$ cat src/rtl/clcd_pkg.sv
// Shared types and constants for the character-LCD command generator.
// Used by every module of the block; depends on nothing.
`default_nettype none

package clcd_pkg;

    typedef enum logic [3:0] {
        ACT_CHAR     = 4'd0,
        ACT_DECIMAL  = 4'd1,
        ACT_CURSOR   = 4'd2,
        ACT_CLEAR    = 4'd3,
        ACT_DISPLAY  = 4'd4,
        ACT_CUR_EN   = 4'd5,
        ACT_BLINK    = 4'd6,
        ACT_ENTRY    = 4'd7,
        ACT_SHIFT    = 4'd8,
        ACT_POWER_ON = 4'd9,
        ACT_INIT     = 4'd10
    } t_action;

    typedef enum logic [1:0] {
        JOB_SINGLE  = 2'd0,
        JOB_DECIMAL = 2'd1,
        JOB_INIT    = 2'd2
    } t_job_kind;

    typedef struct packed {
        logic [3:0] action;
        logic [7:0] value;
        logic [5:0] column;
        logic       row;
        logic       enable;
        logic       direction;
        logic       shift_on;
    } t_in_item;

    typedef struct packed {
        logic       reg_select;
        logic [7:0] bus_byte;
        logic       poll_busy;
        logic       last;
    } t_out_item;

    typedef struct packed {
        t_job_kind       kind;
        logic            reg_select;
        logic            poll_busy;
        logic [2:0][7:0] data_bytes;
    } t_job;

    typedef struct packed {
        logic full;
        logic empty;
    } t_q_status;

    localparam logic [7:0] CMD_SET_ADDR    = 8'h80;
    localparam logic [7:0] ROW1_OFFSET     = 8'h40;
    localparam logic [7:0] CMD_CLEAR       = 8'h01;
    localparam logic [7:0] CMD_DISP_CTRL   = 8'h08;
    localparam logic [7:0] CMD_ENTRY       = 8'h04;
    localparam logic [7:0] CMD_SHIFT_RIGHT = 8'h1C;
    localparam logic [7:0] CMD_SHIFT_LEFT  = 8'h18;
    localparam logic [7:0] CMD_FUNC_SET    = 8'h38;
    localparam logic [7:0] CMD_DISP_ON     = 8'h0C;
    localparam logic [7:0] CMD_ENTRY_INC   = 8'h06;
    localparam logic [7:0] ASCII_ZERO      = 8'h30;
    localparam logic [7:0] ASCII_SPACE     = 8'h20;
    localparam logic [2:0] FLAGS_AFTER_INIT = 3'b100;
    localparam logic [2:0] INIT_LAST_STEP  = 3'd4;
    localparam logic [2:0] DEC_LAST_STEP   = 3'd2;

    // The five instruction writes of the full initialisation sequence.
    function automatic logic [7:0] init_byte(input logic [2:0] step);
        logic [7:0] b;
        begin
            case (step)
                3'd0:    b = CMD_FUNC_SET;
                3'd1:    b = CMD_DISP_ON;
                3'd2:    b = CMD_CLEAR;
                3'd3:    b = CMD_ENTRY_INC;
                3'd4:    b = CMD_SET_ADDR;
                default: b = CMD_SET_ADDR;
            endcase
            return b;
        end
    endfunction

endpackage

`default_nettype wire

$ cat src/rtl/clcd_front.sv
// Front end: accepts requests, keeps the display flags and turns each request with a used action code into a job.
// Depends on clcd_pkg.
`default_nettype none

module clcd_front (
    input  wire                  i_clk,
    input  wire                  i_rst_n,
    input  wire                  i_in_valid,
    input  clcd_pkg::t_in_item   i_in_item,
    output logic                 o_in_ready,
    input  clcd_pkg::t_q_status  i_q_status,
    output logic                 o_push,
    output clcd_pkg::t_job       o_job
);
    import clcd_pkg::*;

    logic [2:0]  r_flags;
    logic [2:0]  n_flags;
    logic        accept;
    logic        keep;
    logic [1:0]  hundreds;
    logic [6:0]  rem;
    logic [14:0] tens_prod;
    logic [3:0]  tens;
    logic [3:0]  units;
    logic [7:0]  tens_x10;
    logic [7:0]  h_x100;

    assign o_in_ready = !i_q_status.full;
    assign accept     = i_in_valid && o_in_ready;
    assign o_push     = accept && keep;

    // Decimal digits: compare for hundreds, reciprocal multiply for tens.
    always_comb begin
        hundreds  = (i_in_item.value >= 8'd200) ? 2'd2 :
                    (i_in_item.value >= 8'd100) ? 2'd1 : 2'd0;
        h_x100    = 8'(hundreds) * 8'd100;
        rem       = 7'(i_in_item.value - h_x100);
        tens_prod = 15'(rem) * 15'd205;
        tens      = tens_prod[14:11];
        tens_x10  = 8'(tens) * 8'd10;
        units     = 4'(8'(rem) - tens_x10);
    end

    always_comb begin
        n_flags           = r_flags;
        keep              = 1'b1;
        o_job.kind        = JOB_SINGLE;
        o_job.reg_select  = 1'b0;
        o_job.poll_busy   = 1'b1;
        o_job.data_bytes  = '0;
        unique case (i_in_item.action)
            ACT_CHAR: begin
                o_job.reg_select    = 1'b1;
                o_job.data_bytes[0] = i_in_item.value;
            end
            ACT_DECIMAL: begin
                o_job.kind          = JOB_DECIMAL;
                o_job.reg_select    = 1'b1;
                o_job.data_bytes[0] = (i_in_item.value >= 8'd100) ?
                                      ASCII_ZERO + 8'(hundreds) : ASCII_SPACE;
                o_job.data_bytes[1] = (i_in_item.value >= 8'd10) ?
                                      ASCII_ZERO + 8'(tens) : ASCII_SPACE;
                o_job.data_bytes[2] = ASCII_ZERO + 8'(units);
            end
            ACT_CURSOR: begin
                o_job.data_bytes[0] = CMD_SET_ADDR
                                      + (i_in_item.row ? ROW1_OFFSET : 8'h00)
                                      + 8'(i_in_item.column);
            end
            ACT_CLEAR: begin
                o_job.data_bytes[0] = CMD_CLEAR;
            end
            ACT_DISPLAY: begin
                n_flags[2]          = i_in_item.enable;
                o_job.data_bytes[0] = CMD_DISP_CTRL | 8'(n_flags);
            end
            ACT_CUR_EN: begin
                n_flags[1]          = i_in_item.enable;
                o_job.data_bytes[0] = CMD_DISP_CTRL | 8'(n_flags);
            end
            ACT_BLINK: begin
                n_flags[0]          = i_in_item.enable;
                o_job.data_bytes[0] = CMD_DISP_CTRL | 8'(n_flags);
            end
            ACT_ENTRY: begin
                o_job.data_bytes[0] = CMD_ENTRY
                                      | {6'd0, i_in_item.direction, i_in_item.shift_on};
            end
            ACT_SHIFT: begin
                o_job.data_bytes[0] = i_in_item.direction ? CMD_SHIFT_RIGHT : CMD_SHIFT_LEFT;
            end
            ACT_POWER_ON: begin
                o_job.poll_busy     = 1'b0;
                o_job.data_bytes[0] = CMD_FUNC_SET;
            end
            ACT_INIT: begin
                o_job.kind = JOB_INIT;
                n_flags    = FLAGS_AFTER_INIT;
            end
            default: begin
                keep = 1'b0;
            end
        endcase
    end

    always_ff @(posedge i_clk) begin
        if (!i_rst_n) begin
            r_flags <= '0;
        end else if (accept) begin
            r_flags <= n_flags;
        end
    end

endmodule

`default_nettype wire

$ cat src/rtl/clcd_queue.sv
// Short job queue between the front end and the write sequencer.
// Depends on clcd_pkg.
`default_nettype none

module clcd_queue #(
    parameter int DEPTH = 2
) (
    input  wire                  i_clk,
    input  wire                  i_rst_n,
    input  wire                  i_push,
    input  clcd_pkg::t_job       i_job,
    input  wire                  i_pop,
    output clcd_pkg::t_job       o_job,
    output clcd_pkg::t_q_status  o_status
);
    import clcd_pkg::*;

    localparam int PTR_W = (DEPTH > 1) ? $clog2(DEPTH) : 1;
    localparam int CNT_W = $clog2(DEPTH + 1);

    t_job             r_mem [DEPTH];
    logic [PTR_W-1:0] r_wr_ptr;
    logic [PTR_W-1:0] r_rd_ptr;
    logic [CNT_W-1:0] r_count;
    logic [CNT_W-1:0] n_count;

    assign o_job          = r_mem[r_rd_ptr];
    assign o_status.full  = (r_count == CNT_W'(DEPTH));
    assign o_status.empty = (r_count == '0);

    always_comb begin
        n_count = r_count;
        if (i_push && !i_pop) begin
            n_count = r_count + 1'b1;
        end else if (!i_push && i_pop) begin
            n_count = r_count - 1'b1;
        end
    end

    always_ff @(posedge i_clk) begin
        if (i_push) begin
            r_mem[r_wr_ptr] <= i_job;
        end
    end

    always_ff @(posedge i_clk) begin
        if (!i_rst_n) begin
            r_wr_ptr <= '0;
            r_rd_ptr <= '0;
            r_count  <= '0;
        end else begin
            r_count <= n_count;
            if (i_push) begin
                r_wr_ptr <= (r_wr_ptr == PTR_W'(DEPTH - 1)) ? '0 : r_wr_ptr + 1'b1;
            end
            if (i_pop) begin
                r_rd_ptr <= (r_rd_ptr == PTR_W'(DEPTH - 1)) ? '0 : r_rd_ptr + 1'b1;
            end
        end
    end

endmodule

`default_nettype wire

$ cat src/rtl/clcd_back.sv
// Write sequencer: expands each queued job into bus writes, one per cycle unless the output
// stalls, into a registered output stage. Depends on clcd_pkg.
`default_nettype none

module clcd_back (
    input  wire                  i_clk,
    input  wire                  i_rst_n,
    input  clcd_pkg::t_job       i_job,
    input  clcd_pkg::t_q_status  i_q_status,
    output logic                 o_pop,
    output logic                 o_out_valid,
    input  wire                  i_out_ready,
    output clcd_pkg::t_out_item  o_out_item
);
    import clcd_pkg::*;

    logic [2:0] r_step;
    logic       r_out_valid;
    t_out_item  r_out_item;
    t_out_item  n_out_item;
    logic       load;
    logic       step_last;

    assign load = !i_q_status.empty && (!r_out_valid || i_out_ready);
    assign o_pop = load && step_last;

    always_comb begin
        step_last             = 1'b1;
        n_out_item.reg_select = i_job.reg_select;
        n_out_item.poll_busy  = i_job.poll_busy;
        n_out_item.bus_byte   = i_job.data_bytes[0];
        unique case (i_job.kind)
            JOB_SINGLE: begin
                step_last = 1'b1;
            end
            JOB_DECIMAL: begin
                step_last = (r_step == DEC_LAST_STEP);
                case (r_step)
                    3'd0:    n_out_item.bus_byte = i_job.data_bytes[0];
                    3'd1:    n_out_item.bus_byte = i_job.data_bytes[1];
                    default: n_out_item.bus_byte = i_job.data_bytes[2];
                endcase
            end
            JOB_INIT: begin
                step_last           = (r_step == INIT_LAST_STEP);
                n_out_item.bus_byte = init_byte(r_step);
            end
            default: begin
                step_last = 1'b1;
            end
        endcase
        n_out_item.last = step_last;
    end

    always_ff @(posedge i_clk) begin
        if (load) begin
            r_out_item <= n_out_item;
        end
    end

    always_ff @(posedge i_clk) begin
        if (!i_rst_n) begin
            r_step      <= '0;
            r_out_valid <= 1'b0;
        end else begin
            if (load) begin
                r_out_valid <= 1'b1;
                r_step      <= step_last ? 3'd0 : r_step + 3'd1;
            end else if (i_out_ready) begin
                r_out_valid <= 1'b0;
            end
        end
    end

    assign o_out_valid = r_out_valid;
    assign o_out_item  = r_out_item;

endmodule

`default_nettype wire

$ cat src/rtl/char_lcd_command_generator_core.sv
// Top level of the character-LCD command generator: front end, job queue and write sequencer.
// Depends on clcd_pkg, clcd_front, clcd_queue and clcd_back.
//
//  Channel | Direction | Handshake                  | Payload
//  --------+-----------+----------------------------+-----------------------------
//  request | in        | i_in_valid / o_in_ready    | i_in_item  (clcd_pkg::t_in_item)
//  write   | out       | o_out_valid / i_out_ready  | o_out_item (clcd_pkg::t_out_item)
//
// The sequencer issues one bus write per cycle unless the output stalls: a request makes one
// write, a decimal number three and the full initialisation five, set by its step counter.
// Reset is synchronous and active low; it clears the display flags, the queue and the
// output stage. The front end accepts a request whenever the job queue has room, so requests
// keep arriving while a stalled write waits in the output register.
// Requests with an unused action code are accepted and produce no writes.
`default_nettype none

module char_lcd_command_generator_core #(
    parameter int QUEUE_DEPTH = 2
) (
    input  wire                  i_clk,
    input  wire                  i_rst_n,
    input  wire                  i_in_valid,
    output logic                 o_in_ready,
    input  clcd_pkg::t_in_item   i_in_item,
    output logic                 o_out_valid,
    input  wire                  i_out_ready,
    output clcd_pkg::t_out_item  o_out_item
);
    import clcd_pkg::*;

    // Jobs travel from the front end through the queue to the sequencer.
    t_job      push_job;
    t_job      head_job;
    t_q_status q_status;
    logic      push;
    logic      pop;

    // The front end classifies each transaction and tracks the display/cursor/blink flags.
    clcd_front u_front (
        .i_clk      (i_clk),
        .i_rst_n    (i_rst_n),
        .i_in_valid (i_in_valid),
        .i_in_item  (i_in_item),
        .o_in_ready (o_in_ready),
        .i_q_status (q_status),
        .o_push     (push),
        .o_job      (push_job)
    );

    // The queue lets the front end and the sequencer stall independently.
    clcd_queue #(
        .DEPTH (QUEUE_DEPTH)
    ) u_queue (
        .i_clk    (i_clk),
        .i_rst_n  (i_rst_n),
        .i_push   (push),
        .i_job    (push_job),
        .i_pop    (pop),
        .o_job    (head_job),
        .o_status (q_status)
    );

    // The sequencer expands the head job into write transactions.
    clcd_back u_back (
        .i_clk       (i_clk),
        .i_rst_n     (i_rst_n),
        .i_job       (head_job),
        .i_q_status  (q_status),
        .o_pop       (pop),
        .o_out_valid (o_out_valid),
        .i_out_ready (i_out_ready),
        .o_out_item  (o_out_item)
    );

endmodule

`default_nettype wire

$ cat config.mk
export PLATFORM = sky130hd
export DESIGN_NAME = char_lcd_command_generator_core
export DESIGN_NICKNAME = d
export VERILOG_FILES = /design/src/rtl/clcd_pkg.sv /design/src/rtl/clcd_front.sv /design/src/rtl/clcd_queue.sv /design/src/rtl/clcd_back.sv /design/src/rtl/char_lcd_command_generator_core.sv
export SDC_FILE = /design/constraint.sdc
export NUM_CORES = 1
export LEC_CHECK = 0
export BUFFER_PORTS_ARGS = -buffer_cell sky130_fd_sc_hd__buf_2
export CAP_MARGIN = 20
export CORE_ASPECT_RATIO = 1.1
export CORE_MARGIN = 4
export CORE_UTILIZATION = 45
export CTS_BUF_LIST = sky130_fd_sc_hd__clkbuf_8
export DETAILED_ROUTE_END_ITERATION = 6
export HOLD_SLACK_MARGIN = 0.1
export PLACE_DENSITY = 0.72
export RECOVER_POWER = 100
export SYNTH_ARGS = -nofsm -noshare
export SYNTH_HDL_FRONTEND = slang
export SYNTH_SLANG_ARGS = --single-unit
$ cat constraint.sdc
create_clock -name i_clk -period 9.8 [get_ports i_clk]
set_clock_uncertainty 0.15 [all_clocks]
set_input_delay 0.98 -clock i_clk [delete_from_list [all_inputs] [get_ports i_clk]]
set_output_delay 0.98 -clock i_clk [all_outputs]
set_load 0.03 [all_outputs]
# Word level (Yosys, flattened, before mapping)
# Memory sizes are Yosys's and may differ from the RTL's. A register that Yosys moved wholly into a read port is not among the register bits.
# Index checks and enable logic that the tools add are counted.
classes:
  reduce_logical: 25
  n_bitwise: 0
  mul: 3
  div: 0
  n_eq_ne: 17
  add_sub_neg: 12
  order_cmp: 3
  n_mux: 30
  n_shift: 0
ops:
  columns: ["op", "n"]
  rows:
  - ["one-hot mux 8 bit (10 select lines)", 1]
  - ["one-hot mux 8 bit (2 select lines)", 2]
  - ["one-hot mux 8 bit (4 select lines)", 1]
  - ["equality test 4 x 3 -> 1 bit (second input constant)", 4]
  - ["2-to-1 mux 16 bit", 1]
  - ["2-to-1 mux 8 bit", 2]
  - ["multiplier 7 x 8 -> 15 bit (second input constant)", 1]
  - ["adder 6 x 4 -> 7 bit (first input constant)", 2]
  - ["equality test 4 bit (second input constant)", 3]
  - ["2-to-1 mux 1 bit", 12]
  - ["OR reduction 11 bit", 1]
  - ["nonzero test 2 bit", 5]
  - ["adder 8 x 6 -> 8 bit", 1]
  - ["adder 8 bit (first input constant)", 1]
  - ["equality test 4 x 2 -> 1 bit (second input constant)", 2]
  - [">= comparator 8 x 4 -> 1 bit (second input constant)", 1]
  - [">= comparator 8 x 7 -> 1 bit (second input constant)", 1]
  - [">= comparator 8 bit (second input constant)", 1]
  - ["one-hot mux 1 bit (2 select lines)", 4]
  - ["adder 6 x 2 -> 7 bit (first input constant)", 1]
  - ["2-to-1 mux 7 bit", 1]
  - ["subtractor 7 bit", 1]
  - ["equality test 3 x 2 -> 1 bit (second input constant)", 2]
  - ["logical AND 1 bit", 6]
  - ["other kinds (22)", 33]
totals:
  out_inout_bits: 13
  ram_bits: 56
  register_bits: 22
  memories: 1
  mem_bits_ro: 0
  latchBits: 0
mem_list:
  columns: ["memory", "depth", "width", "read_ports", "rd_clocked_by_memory_dff", "write_ports", "line_no", "text"]
  rows:
  - ["u_queue.r_mem", 2, 28, 1, 1, 1, "clcd_queue.sv:21", "t_job r_mem [DEPTH];"]

# Depth between registers and ports, before layout
logic_depth:
  word_depth: 10
  depth_mapped: 26
  ltp_nobuf: 26

# By module
# From an unflattened synthesis, not the netlist that was laid out.
hier_totals:
  cells_unflattened: 444
  hier_area_um2: 5017.3
by_module_without_submodules:
  columns: ["module", "area_per_inst_um2", "seq_area_each_um2", "instances", "cells_per_inst"]
  rows:
  - ["clcd_queue", 2243.4, 1781.7, 1, 109]
  - ["clcd_front", 1776.7, 60.1, 1, 237]
  - ["clcd_back", 997.2, 410.4, 1, 98]

# Least setup slack after synthesis
# No wires, ideal clock.
synth_timing:
  kind: "input-to-reg"
  start: "input port i_in_item[13] (netlist name)"
  end: "memory u_queue.r_mem[0][19] (netlist name) (data pin)"
  arrival_time_ns: 6.815
  path_stages: 25
  path_slack_ns: 2.675
  cell_sequence: "o311ai_0 > nand2_1 > inv_1 > ha_1 > inv_1 > fa_1 > o21ai_0 > nand2b_1 > xnor2_1 > ha_1 > ha_1 > fa_1 > inv_1 > fa_1 > inv_1 > ha_1 > or3_1 > o211ai_2 > o21ai_2 > o311a_4 > ha_1 > fa_1 > xor2_1 > xnor2_1 > mux2i_1"
synth_lines:
  columns: ["item", "line_no", "text"]
  rows:
  - ["start: declaration", "char_lcd_command_generator_core.sv:24", "input clcd_pkg::t_in_item i_in_item,"]
  - ["end: declaration", "clcd_queue.sv:21", null]

==> run_results.csv <==
group,metric,value,unit
outcome,status,"finished clean",
sta,finalSetupViolCount,0,
sta,rsz0062_at_grt,"no",
yosys,synth_edf_count,53,
critical_path,crit_type,"in2reg",
routing,wl_per_cell,15.2,um
yosys,synth.avg_cell_area,10.6,um2
critical_path,crit_family,"adder cells",
sta,fin_crit_sh,75.8,%
routing,dr.pass1.iters,4,
cells_and_area,design_area,0.00473,mm2
global_routing,grt_pass1_vias,3065,
yosys,syn_nets,479,
global_routing,antenna_found_initial,0,
cells_and_area,final_cell_mix,"edfxtp_1 (53), ha_1 (45), inv_1 (41)",
placed_design,placed_area,0.00454,mm2
clocking,cts.repair.resized,0,
clocking,cts_sinks,65,
floorplanning,design.core.area,0.00901,mm2
clocking,cts_root_buf,"clkbuf_8",
floorplanning,fp.dieH,110,um
critical_path,critical_path_buf_inv_count,6,
power,leakagePower,1.96,nW
job,maxCapViolCount,0,
clocking,cts_hold_buf,0,
cells_and_area,mostFrequentLayoutCell,"edfxtp_1",
floorplanning,io_pins,39,
critical_path,path_max_fanout,6,
clocking,insertion_delay,340,ps
cells_and_area,diodes,0,
placed_design,place_ws,2040,ps
placed_design,placed_cells_incl_taps,541,
clocking,clockBufferDepth,2,
routing,num_vias,3089,
routing,postRouteAntennaNets,0,
critical_path,crit_path_end_kind,"flop",
clocking,cts_setup_buffers,0,
yosys,synth_seq_cells,65,
floorplanning,fp.dieW,100,um
sta,hold_viol,0,
routing,drtIter0Drc,134,
worst_hold_path,hold_path.class,"reg2reg",
clocking,cts_tree,"built",
power,ir_drop,0.111,mV
sta,min_period,7430,ps
yosys,synthArstFlopShare,0,%
global_routing,grt_usage,16.5,%
critical_path,crit_path_frequent_cell,"ha_1",
clocking,h-tree-depth,3,
sta,fin_ws,2370,ps
clocking,clk_pin_slew,80,ps
yosys,ys.flop_type,"edfxtp_1",
sta,fmax,0.135,GHz
floorplanning,die_area,0.0110,mm2
global_routing,grt_max_degree,25,
placed_design,gp_congestion,0.871,
floorplanning,std_cell_rows,36,
yosys,syn_inst,398,
yosys,ys_warn_count,0,
yosys,ys_seq_area_share,43.3,%
sta,slew_headroom,5.55,%
placed_design,dpl.hpwl,6.66,mm
critical_path,cpMaxStageDelayCell,"o311ai_0",
cells_and_area,syn_to_final_growth,11.8,%
routing,drc_errors,0,
global_routing,grt_pass1_wl,14.4,mm
sta,slew_viol_final,0,
sta,tightest_slew,1420,ps
power,total_power,1.42,mW
clocking,numCtsBuffers,9,
cells_and_area,final_nets,520,
routing,avgViaCountPerCell,5.54,
cells_and_area,final_layout_size_suffix_gt1_share,10.8,%
critical_path,worstPathArrival,7440,ps
placed_design,portBuffers,38,
yosys,ys_types,55,
critical_path,cp.required,9810,ps
global_routing,grt_overflow,0,
critical_path,critPathMaxStageDelay,640,ps
yosys,syn_area,0.00423,mm2
critical_path,start_kind,"input port",
power,cellPowerDensity,300,mW/mm2
floorplanning,initial_core_util,47.0,%
cells_and_area,final_cells,558,
sta,tns,0,ps
routing,finalWirelength,8.50,mm
==> routing by layer <==
metal  part of all wire (%)  up-vias  track usage (%)  wire length, um
met3                    4.0       15             3.24              339
met2                     47       73             27.2             3980
met1                     47     1478             22.0             4020
met5                      0        -                0                0
met4                    1.9        0             5.10              160
li1                       -     1523                -                -
==> final timing paths <==
kind | cells after the start | slack (ps) | endpoint | startpoint
max | 27 | 2370 | u_queue.r_mem[1][19] | i_in_item[13]
min | 2 | 340 | u_front.r_flags[1] | u_front.r_flags[1]
max reg2reg | 10 | 6010 | u_queue.r_count[1] | flop
min reg2reg | 2 | 340 | u_front.r_flags[1] | u_front.r_flags[1]
==> per-stage QoR <==
stage	hold slack (ps)	utilization [%]
after floorplan	300	-
after global placement	319	50.4
after detailed placement	320	50.4
after CTS	332	52.9
after global routing	370	52.5
final	335	52.5
==> registers in the layout, summed over array words and instances, names as in the netlist, named ones only <==
signal              flops
u_back.r_step           3
u_queue.r_count         2
u_queue.r_wr_ptr        1
u_back.o_out_valid      1
u_back.o_out_item      11
u_queue.r_rd_ptr        1
u_queue.r_mem          42
u_front.r_flags         3
==> power breakdown <==
part / internal (mW) / switching [mW]
clock network: 0.145 / 0.110
registers: 0.380 / 0.0231
logic: 0.308 / 0.455
total: 0.833 / 0.588
==> Yosys cell counts, types with 2 or more instances <==
master / number / area, um2
nor2_1: 38 / 143
nor3_1: 7 / 35.0
mux2i_1: 20 / 200
o21a_1: 2 / 15.0
a211oi_1: 4 / 30.0
clkbuf_1: 7 / 26.3
a221oi_1: 3 / 26.3
dfxtp_1: 12 / 240
nand2b_1: 9 / 56.3
a22o_1: 2 / 17.5
o211a_1: 2 / 20.0
nand2_1: 27 / 101
o22ai_1: 12 / 75.1
nor4_1: 3 / 18.8
a21oi_1: 19 / 95.1
nand3_1: 7 / 35.0
o211ai_1: 2 / 15.0
clkinv_1: 2 / 7.51
xnor2_1: 9 / 78.8
mux2_2: 6 / 67.6
ha_1: 45 / 563
inv_1: 41 / 154
buf_2: 3 / 15.0
edfxtp_1: 53 / 1590
and2_1: 2 / 12.5
a31oi_1: 2 / 12.5
fa_1: 10 / 200
a22oi_1: 2 / 15.0
xor2_1: 5 / 43.8
o311ai_0: 2 / 17.5
o21ai_0: 9 / 45.0
or3_1: 2 / 12.5
a21o_1: 5 / 37.5
nor2b_1: 3 / 18.8
==> area by class of cell <==
cell class / instances / area, um2
Fill cell: 828 / 4280
Tap cell: 114 / 143
Multi-Input combinational cell: 278 / 2190
Timing Repair Buffer: 42 / 184
Clock inverter: 7 / 103
Clock buffer: 9 / 124
Sequential cell: 65 / 1830
Inverter: 43 / 161
==> tightest hold or removal path, delay by kind of cell (launching register included) <==
family         cells  cell delay (ps)
AO/OA/AOI/OAI      2              130
flip-flops         1              310
==> cell families after synthesis <==
family                     synth area share [%]
adders and majority gates                  18.0
xor gates and xnor gates                   2.90
buffers and inverters                      5.00
AOI/OAI and AO/OA                          13.2
and+or+nand+nor                            11.3
DFF                                        43.3
muxes                                      6.33
Power figures use the tool's default switching activity.
